$ cat src/hdl/cfnp_pkg.sv
`default_nettype none
// ----------------------------------------------------------------------------
// cfnp_pkg: shared types and character codes for the cell file name parser
// Holds the per-beat step control and the ASCII codes of the name form.
// ----------------------------------------------------------------------------
package cfnp_pkg;

  localparam logic [7:0] CH_SLASH = 8'h2F;  // '/'
  localparam logic [7:0] CH_C     = 8'h63;  // 'c'
  localparam logic [7:0] CH_E     = 8'h65;  // 'e'
  localparam logic [7:0] CH_L     = 8'h6C;  // 'l'
  localparam logic [7:0] CH_US    = 8'h5F;  // '_'
  localparam logic [7:0] CH_DOT   = 8'h2E;  // '.'
  localparam logic [7:0] CH_X     = 8'h78;  // 'x'
  localparam logic [7:0] CH_M     = 8'h6D;  // 'm'
  localparam logic [7:0] CH_ZERO  = 8'h30;  // '0'
  localparam logic [7:0] CH_NINE  = 8'h39;  // '9'

  // One character step handed from the input stage to the parser.
  typedef struct packed {
    logic       fire;
    logic       last;
    logic [7:0] char_code;
  } cfnp_step_t;

endpackage : cfnp_pkg
`default_nettype wire

$ cat src/hdl/cell_file_name_parser_core.sv
`default_nettype none
// ----------------------------------------------------------------------------
// cell_file_name_parser_core: streaming cell_X_Y.xml path name checker
// Flow: a beat is registered in the input stage, then parsed; out_valid
//   rises once the final beat leaves the input stage into the result register.
// Throughput: one character beat per cycle; a final beat waits in the input
//   register only while the previous result beat is still held.
// Reset: synchronous, clears both stages and the parser to a fresh path.
// ----------------------------------------------------------------------------
module cell_file_name_parser_core
  import cfnp_pkg::*;
#(
  parameter int COORD_BITS = 16,
  parameter int MIN_LENGTH = 12
) (
  input  wire logic                  clk,
  input  wire logic                  rst_n,
  input  wire logic                  in_valid,
  output logic                       in_ready,
  input  wire logic [7:0]            in_char_code,
  input  wire logic                  in_final_char,
  output logic                       out_valid,
  input  wire logic                  out_ready,
  output logic                       out_is_match,
  output logic      [COORD_BITS-1:0] out_cell_x,
  output logic      [COORD_BITS-1:0] out_cell_y
);

  logic                  s1_valid_r;
  logic [7:0]            s1_char_r;
  logic                  s1_last_r;
  logic                  s1_fire;
  cfnp_step_t            step;

  logic                  match_ok;
  logic [COORD_BITS-1:0] x_val;
  logic [COORD_BITS-1:0] y_val;

  logic                  out_valid_r;
  logic                  out_match_r;
  logic [COORD_BITS-1:0] out_x_r;
  logic [COORD_BITS-1:0] out_y_r;

  // Only a final beat needs the result slot; others advance freely.
  assign s1_fire  = s1_valid_r && (!s1_last_r || !out_valid_r || out_ready);
  assign in_ready = !s1_valid_r || s1_fire;

  always_ff @(posedge clk) begin
    if (!rst_n) begin
      s1_valid_r <= 1'b0;
    end else if (in_ready) begin
      s1_valid_r <= in_valid;
    end
  end

  always_ff @(posedge clk) begin
    if (in_ready && in_valid) begin
      s1_char_r <= in_char_code;
      s1_last_r <= in_final_char;
    end
  end

  assign step.fire      = s1_fire;
  assign step.last      = s1_last_r;
  assign step.char_code = s1_char_r;

  cfnp_parser #(
    .COORD_BITS(COORD_BITS),
    .MIN_LENGTH(MIN_LENGTH)
  ) u_parser (
    .clk     (clk),
    .rst_n   (rst_n),
    .step    (step),
    .match_ok(match_ok),
    .x_val   (x_val),
    .y_val   (y_val)
  );

  always_ff @(posedge clk) begin
    if (!rst_n) begin
      out_valid_r <= 1'b0;
    end else if (s1_fire && s1_last_r) begin
      out_valid_r <= 1'b1;
    end else if (out_ready) begin
      out_valid_r <= 1'b0;
    end
  end

  always_ff @(posedge clk) begin
    if (s1_fire && s1_last_r) begin
      out_match_r <= match_ok;
      out_x_r     <= match_ok ? x_val : '0;
      out_y_r     <= match_ok ? y_val : '0;
    end
  end

  assign out_valid    = out_valid_r;
  assign out_is_match = out_match_r;
  assign out_cell_x   = out_x_r;
  assign out_cell_y   = out_y_r;

  a_empty_takes_beat: assert property (@(posedge clk) disable iff (!rst_n)
    !s1_valid_r |-> in_ready)
    else $error("input stage empty but not ready");

  a_final_gives_result: assert property (@(posedge clk) disable iff (!rst_n)
    (s1_fire && s1_last_r) |=> out_valid_r)
    else $error("final beat produced no result");

  a_no_match_zero: assert property (@(posedge clk) disable iff (!rst_n)
    (out_valid_r && !out_match_r) |-> (out_x_r == '0 && out_y_r == '0))
    else $error("coordinates nonzero on a failed match");

  a_middle_beat_silent: assert property (@(posedge clk) disable iff (!rst_n)
    (s1_fire && !s1_last_r && !out_valid_r) |=> !out_valid_r)
    else $error("result raised by a non-final beat");

endmodule : cell_file_name_parser_core
`default_nettype wire

$ cat src/hdl/cfnp_acc.sv
`default_nettype none
// ----------------------------------------------------------------------------
// cfnp_acc: saturating decimal digit accumulator
// Computes acc * 10 + digit, clamped at the top of the coordinate range.
// ----------------------------------------------------------------------------
module cfnp_acc #(
  parameter int COORD_BITS = 16
) (
  input  wire logic [COORD_BITS-1:0] acc_in,
  input  wire logic [3:0]            digit,
  output logic      [COORD_BITS-1:0] acc_out
);

  localparam int WIDE_BITS = COORD_BITS + 4;

  logic [WIDE_BITS-1:0] acc_wide;
  logic [WIDE_BITS-1:0] sum_wide;

  always_comb begin
    acc_wide = {4'b0000, acc_in};
    // times ten as (x << 3) + (x << 1)
    sum_wide = (acc_wide << 3) + (acc_wide << 1) + {{(WIDE_BITS-4){1'b0}}, digit};
    if (sum_wide[WIDE_BITS-1:COORD_BITS] != 4'b0000) begin
      acc_out = {COORD_BITS{1'b1}};
    end else begin
      acc_out = sum_wide[COORD_BITS-1:0];
    end
  end

endmodule : cfnp_acc
`default_nettype wire

$ cat src/hdl/cfnp_parser.sv
`default_nettype none
// ----------------------------------------------------------------------------
// cfnp_parser: name form checker with coordinate accumulators
// Advances the phase, length count and X/Y values by one character per step.
// ----------------------------------------------------------------------------
module cfnp_parser
  import cfnp_pkg::*;
#(
  parameter int COORD_BITS = 16,
  parameter int MIN_LENGTH = 12
) (
  input  wire logic                  clk,
  input  wire logic                  rst_n,
  input  wire cfnp_step_t            step,
  output logic                       match_ok,
  output logic      [COORD_BITS-1:0] x_val,
  output logic      [COORD_BITS-1:0] y_val
);

  localparam int LEN_W = $clog2(MIN_LENGTH + 1);
  localparam logic [LEN_W-1:0] LEN_TOP = LEN_W'(MIN_LENGTH);

  typedef enum logic [3:0] {
    PH_C, PH_E, PH_L1, PH_L2, PH_US,
    PH_X0, PH_XZ, PH_XN,
    PH_Y0, PH_YZ, PH_YN,
    PH_DX, PH_DM, PH_DL, PH_OK, PH_FAIL
  } phase_t;

  phase_t                phase_r, phase_nxt;
  logic [COORD_BITS-1:0] x_r, x_nxt;
  logic [COORD_BITS-1:0] y_r, y_nxt;
  logic [LEN_W-1:0]      len_r, len_nxt;

  logic [7:0]            c;
  logic                  is_digit;
  logic [3:0]            digit;
  logic                  on_x;
  logic [COORD_BITS-1:0] acc_in;
  logic [COORD_BITS-1:0] acc_out;

  assign c = step.char_code;

  always_comb begin
    is_digit = c inside {[CH_ZERO:CH_NINE]};
  end

  assign digit  = 4'(c - CH_ZERO);
  assign on_x   = (phase_r == PH_X0) || (phase_r == PH_XN);
  assign acc_in = on_x ? x_r : y_r;

  // One shared accumulator: only one coordinate takes a digit per beat.
  cfnp_acc #(
    .COORD_BITS(COORD_BITS)
  ) u_acc (
    .acc_in (acc_in),
    .digit  (digit),
    .acc_out(acc_out)
  );

  always_comb begin
    phase_nxt = phase_r;
    x_nxt     = x_r;
    y_nxt     = y_r;
    len_nxt   = (len_r < LEN_TOP) ? len_r + 1'b1 : len_r;

    if (c == CH_SLASH) begin
      phase_nxt = PH_C;
      x_nxt     = '0;
      y_nxt     = '0;
    end else begin
      case (phase_r)
        PH_C:  phase_nxt = (c == CH_C)  ? PH_E  : PH_FAIL;
        PH_E:  phase_nxt = (c == CH_E)  ? PH_L1 : PH_FAIL;
        PH_L1: phase_nxt = (c == CH_L)  ? PH_L2 : PH_FAIL;
        PH_L2: phase_nxt = (c == CH_L)  ? PH_US : PH_FAIL;
        PH_US: phase_nxt = (c == CH_US) ? PH_X0 : PH_FAIL;
        PH_X0: begin
          if (c == CH_ZERO) begin
            phase_nxt = PH_XZ;
          end else if (is_digit) begin
            x_nxt     = acc_out;
            phase_nxt = PH_XN;
          end else begin
            phase_nxt = PH_FAIL;
          end
        end
        PH_XZ: phase_nxt = (c == CH_US) ? PH_Y0 : PH_FAIL;
        PH_XN: begin
          if (is_digit) begin
            x_nxt = acc_out;
          end else begin
            phase_nxt = (c == CH_US) ? PH_Y0 : PH_FAIL;
          end
        end
        PH_Y0: begin
          if (c == CH_ZERO) begin
            phase_nxt = PH_YZ;
          end else if (is_digit) begin
            y_nxt     = acc_out;
            phase_nxt = PH_YN;
          end else begin
            phase_nxt = PH_FAIL;
          end
        end
        PH_YZ: phase_nxt = (c == CH_DOT) ? PH_DX : PH_FAIL;
        PH_YN: begin
          if (is_digit) begin
            y_nxt = acc_out;
          end else begin
            phase_nxt = (c == CH_DOT) ? PH_DX : PH_FAIL;
          end
        end
        PH_DX: phase_nxt = (c == CH_X) ? PH_DM : PH_FAIL;
        PH_DM: phase_nxt = (c == CH_M) ? PH_DL : PH_FAIL;
        PH_DL: phase_nxt = (c == CH_L) ? PH_OK : PH_FAIL;
        PH_OK: phase_nxt = PH_OK;
        default: phase_nxt = PH_FAIL;
      endcase
    end
  end

  assign match_ok = (phase_nxt == PH_OK) && (len_nxt == LEN_TOP);
  assign x_val    = x_nxt;
  assign y_val    = y_nxt;

  always_ff @(posedge clk) begin
    if (!rst_n) begin
      phase_r <= PH_C;
      x_r     <= '0;
      y_r     <= '0;
      len_r   <= '0;
    end else if (step.fire) begin
      if (step.last) begin
        // drop everything back to the start of a new path
        phase_r <= PH_C;
        x_r     <= '0;
        y_r     <= '0;
        len_r   <= '0;
      end else begin
        phase_r <= phase_nxt;
        x_r     <= x_nxt;
        y_r     <= y_nxt;
        len_r   <= len_nxt;
      end
    end
  end

endmodule : cfnp_parser
`default_nettype wire

$ cat config.mk
export PLATFORM = sky130hd
export DESIGN_NAME = cell_file_name_parser_core
export DESIGN_NICKNAME = d
export VERILOG_FILES = /design/src/hdl/cfnp_pkg.sv /design/src/hdl/cell_file_name_parser_core.sv /design/src/hdl/cfnp_acc.sv /design/src/hdl/cfnp_parser.sv
export SDC_FILE = /design/constraint.sdc
export NUM_CORES = 1
export LEC_CHECK = 0
export BUFFER_PORTS_ARGS = -buffer_cell sky130_fd_sc_hd__buf_2
export CORE_ASPECT_RATIO = 1.1
export CORE_MARGIN = 2
export CORE_UTILIZATION = 25
export CTS_CLUSTER_DIAMETER = 40
export DETAILED_ROUTE_END_ITERATION = 10
export MAX_ROUTING_LAYER = met4
export SYNTH_ARGS = -nofsm -noshare
export SYNTH_HDL_FRONTEND = slang
export SYNTH_HIERARCHICAL = 1
export SYNTH_SLANG_ARGS = --single-unit
$ cat constraint.sdc
create_clock -name clk -period 5.3 [get_ports clk]
set_input_delay 0.265 -clock clk [delete_from_list [all_inputs] [get_ports clk]]
set_output_delay 0.265 -clock clk [all_outputs]
set_load 0.01 [all_outputs]
==> metrics.cfg <==
[place]
pre_cts_slack_ns = 0.680
io_buffers = 47
dp_hpwl_um = 9300
dpl_cell_area_sq_mm = 0.00590
gp_congestion = 0.925
dp.cells = 866

[route]
vias_per_cell = 4.74
drc_errors = 0
wl_met1_um = 6330
wl_met3_um = 441
wl_met2_um = 5510
vias = 4185
avgRoutedWirePerCell_um = 14.2
ant_nets = 0
wirelength_um = 12500
top_layer = met4
firstDrtPassIters = 4
drtIter0Drc = 244

[floorplan]
io_pins = 48
rows = 56
coreArea_sq_mm = 0.0212
initial_core_util_pct = 25.2
die_w_um = 143
die_y_um = 157
die_area_sq_mm = 0.0225

[yosys]
yosys-top-cells-area = edfxtp_1, dfxtp_1, ha_1, a22o_1, and2_1
synth-async-reset-ratio_pct = 0
synth_area_sq_mm = 0.00534
syn_inst = 548
synth_enable_flop_cells = 42
yosysSeqAreaShare_pct = 39.4
synth.net_count = 595
syn_area_per_cell_sq_um = 9.74
synth-main-ff-cell = edfxtp_1
ys_warn_count = 6
synth_cell_types = 75
yosysTopAreaCell = edfxtp_1
synth_top_area_share_pct = 23.6
synth_seq_cells = 84

[final_layout]
final_cells = 882
layout.nets = 634
fill_cells = 2262
seqCellArea_sq_mm = 0.00210
drive_gt1_share_pct = 18.9
multiInputGateArea_sq_mm = 0.00307
post-route-util_pct = 29.1
fin_area_sq_mm = 0.00617
num_antenna_cells = 0
area_growth_pct = 15.6

[power]
pwr-share-seq_pct = 51.0
total_leakage_power_nw = 2.71
power.internal_mw = 1.05
power_mw = 1.38
pwr-share-clk_pct = 42.9
p_sw_mw = 0.324
vdd_ir_drop_max_mv = 0.133
powerDensity_mw_per_mm2 = 223
switching_share_pct = 23.5
combPwrFrac_pct = 6.0

[global_route]
gr-total-overflow = 0
grt_use_total_pct = 12.1
grt_max_degree = 34
grt_pass1_wl_um = 21400
grt_pass1_vias = 4188
antenna_found_initial = 0

[setup_path]
end_kind = register
cp_max_fo = 12
startpoint_type = register
ff2ff_path_depth = 16
r2r_slack_ns = 0.63
path_class = register to register
cp.arrival_ns = 4.77
r2r-start = u_parser/phase_r[2]
cp.required_ns = 5.40
critPathLaunch = u_parser/phase_r[2]
r2r_end = out_cell_y[5]

[sta]
worst_slack_ns = 0.633
rsz0062_at_grt = false
worstMarginPinSlew_ns = 1.06
slew_violations = 0
fmaxAchievable_mhz = 214
hold_violations = 0
period_share_pct = 88.1
setup_tns_ns = 0
whs_ns = 0.0960
period_needed_ns = 4.67
fin_worst_skew_ns = 0.00572
setup_violations = 0
slew_headroom_pct = 29.4

[clocking]
clockBufferDepth = 2
hold_buffers = 0
clk_pin_slew_ns = 0.06
clock_latency_ns = 0.34
cts_made_buffers = 9
cts_setup_buffers = 0
cts_tree = built
cts_resized = 0
root_buffer = clkbuf_16
cts-htree-levels = 3
clkSinkCount = 84

[worst_hold_path]
worstHoldStart = in_final_char
hold_end = s1_last_r
min_delay_path_depth = 1
min_path_type = primary input to register

[status]
status = finished clean

[run]
cap_violations = 0

==> registers in the layout, indices dropped and copies added, names as in the netlist <==
name              cells
u_parser/x_r         16
out_cell_x           16
u_parser/y_r         16
s1_valid_r            1
s1_char_r             8
u_parser/len_r        4
u_parser/phase_r      4
s1_last_r             1
out_valid             1
out_cell_y           16
out_is_match          1
==> cells in the final DEF (no fill, tap or decap), types with 3 or more instances in the layout <==
master      n
a22o_1     32
buf_4      11
o2111ai_1   3
a21boi_0    3
nand4b_1    4
a21boi_1    3
ha_1       32
dfxtp_1    42
and3b_1     4
and2_1     33
nor2_1     33
nand3_2     6
inv_1      11
nand4_1     3
a21o_1      6
a31oi_1     3
xnor2_1     5
nand3_1     8
a211oi_1    3
mux2i_1    17
nor4_1      3
edfxtp_1   42
a21oi_1    25
mux2_2     16
buf_2      47
nor2b_1     7
clkbuf_16   9
nand2b_1    9
xor2_1      7
o21ai_0    33
a311oi_1    3
nand2_1    55
nor4b_1     4
o211ai_1   10
==> synth_stat cells, drive strengths merged, types with 7 or more instances <==
cell type and n:
nand2 57, dfxtp 42, edfxtp 42, nor2 35, a22o 33, and2 33
o21ai 33, ha 32, a21oi 25, clkbuf 18, mux2 17, mux2i 17
nand3 14, buf 12, inv 11, o211ai 10, nand2b 9, nor2b 7
xor2 7
==> kinds of logic (layout without fill, tap and decap cells) <==
logic type	after synthesis	count (layout)	synth area share, %
compound gates	144	144	18.8
xor+xnor	12	12	1.97
fa+ha+maj	34	34	8.25
buf+inv	41	85	3.40
flops	84	84	39.4
mux	34	34	6.85
simple gates	199	199	21.4
==> layout make-up <==
cell class	count	share of cell area, %
well taps	290	5.88
inverters	11	0.670
multi-input cells	423	49.8
repair buffers	58	5.15
clock inverters	4	0.406
clock buffers	12	4.00
flip-flops and latches	84	34.1
==> critical path: stages (launching register included) <==
cell and delay (ns):
dfxtp_1 0.32, nor2b_1 0.34, nand2_1 0.21, mux2_2 0.35, fa_1 0.55, inv_1 0.07, fa_1 0.44, nand2b_1 0.18
a21oi_1 0.16, nor2_1 0.12, o311ai_0 0.33, o211ai_1 0.26, inv_1 0.41, nand3_1 0.25, mux2i_1 0.19, nor2_1 0.06
and2_1 0.17
==> how the worst max path moves through the flow <==
stage	endpoint	cells after the start
3_5_place_dp	out_cell_y[7]	18
4_1_cts	out_cell_y[7]	18
6_report	out_cell_y[5]	16
3_3_place_gp	out_cell_y[15]	16
5_1_grt	out_cell_y[3]	18
2_1_floorplan	out_cell_x[15]	16
==> per-layer routing <==
layer  track usage, %  vias to the layer above
met5                -                        -
met2             18.3                       82
met3             2.16                       17
met1             16.2                     1964
met4             4.58                        0
li1                 -                     2122
==> power groups by stage <==
stage / clock (mW) / combinational (mW) / sequential (mW)
2_1_floorplan: 0 / 0.0580 / 0.713
3_3_place_gp: 0 / 0.0829 / 0.716
3_5_place_dp: 0 / 0.0827 / 0.716
4_1_cts: 0.602 / 0.0829 / 0.702
5_1_grt: 0.626 / 0.0924 / 0.704
6_report: 0.591 / 0.0831 / 0.702
No activity file was read; power rests on OpenSTA's default activity.
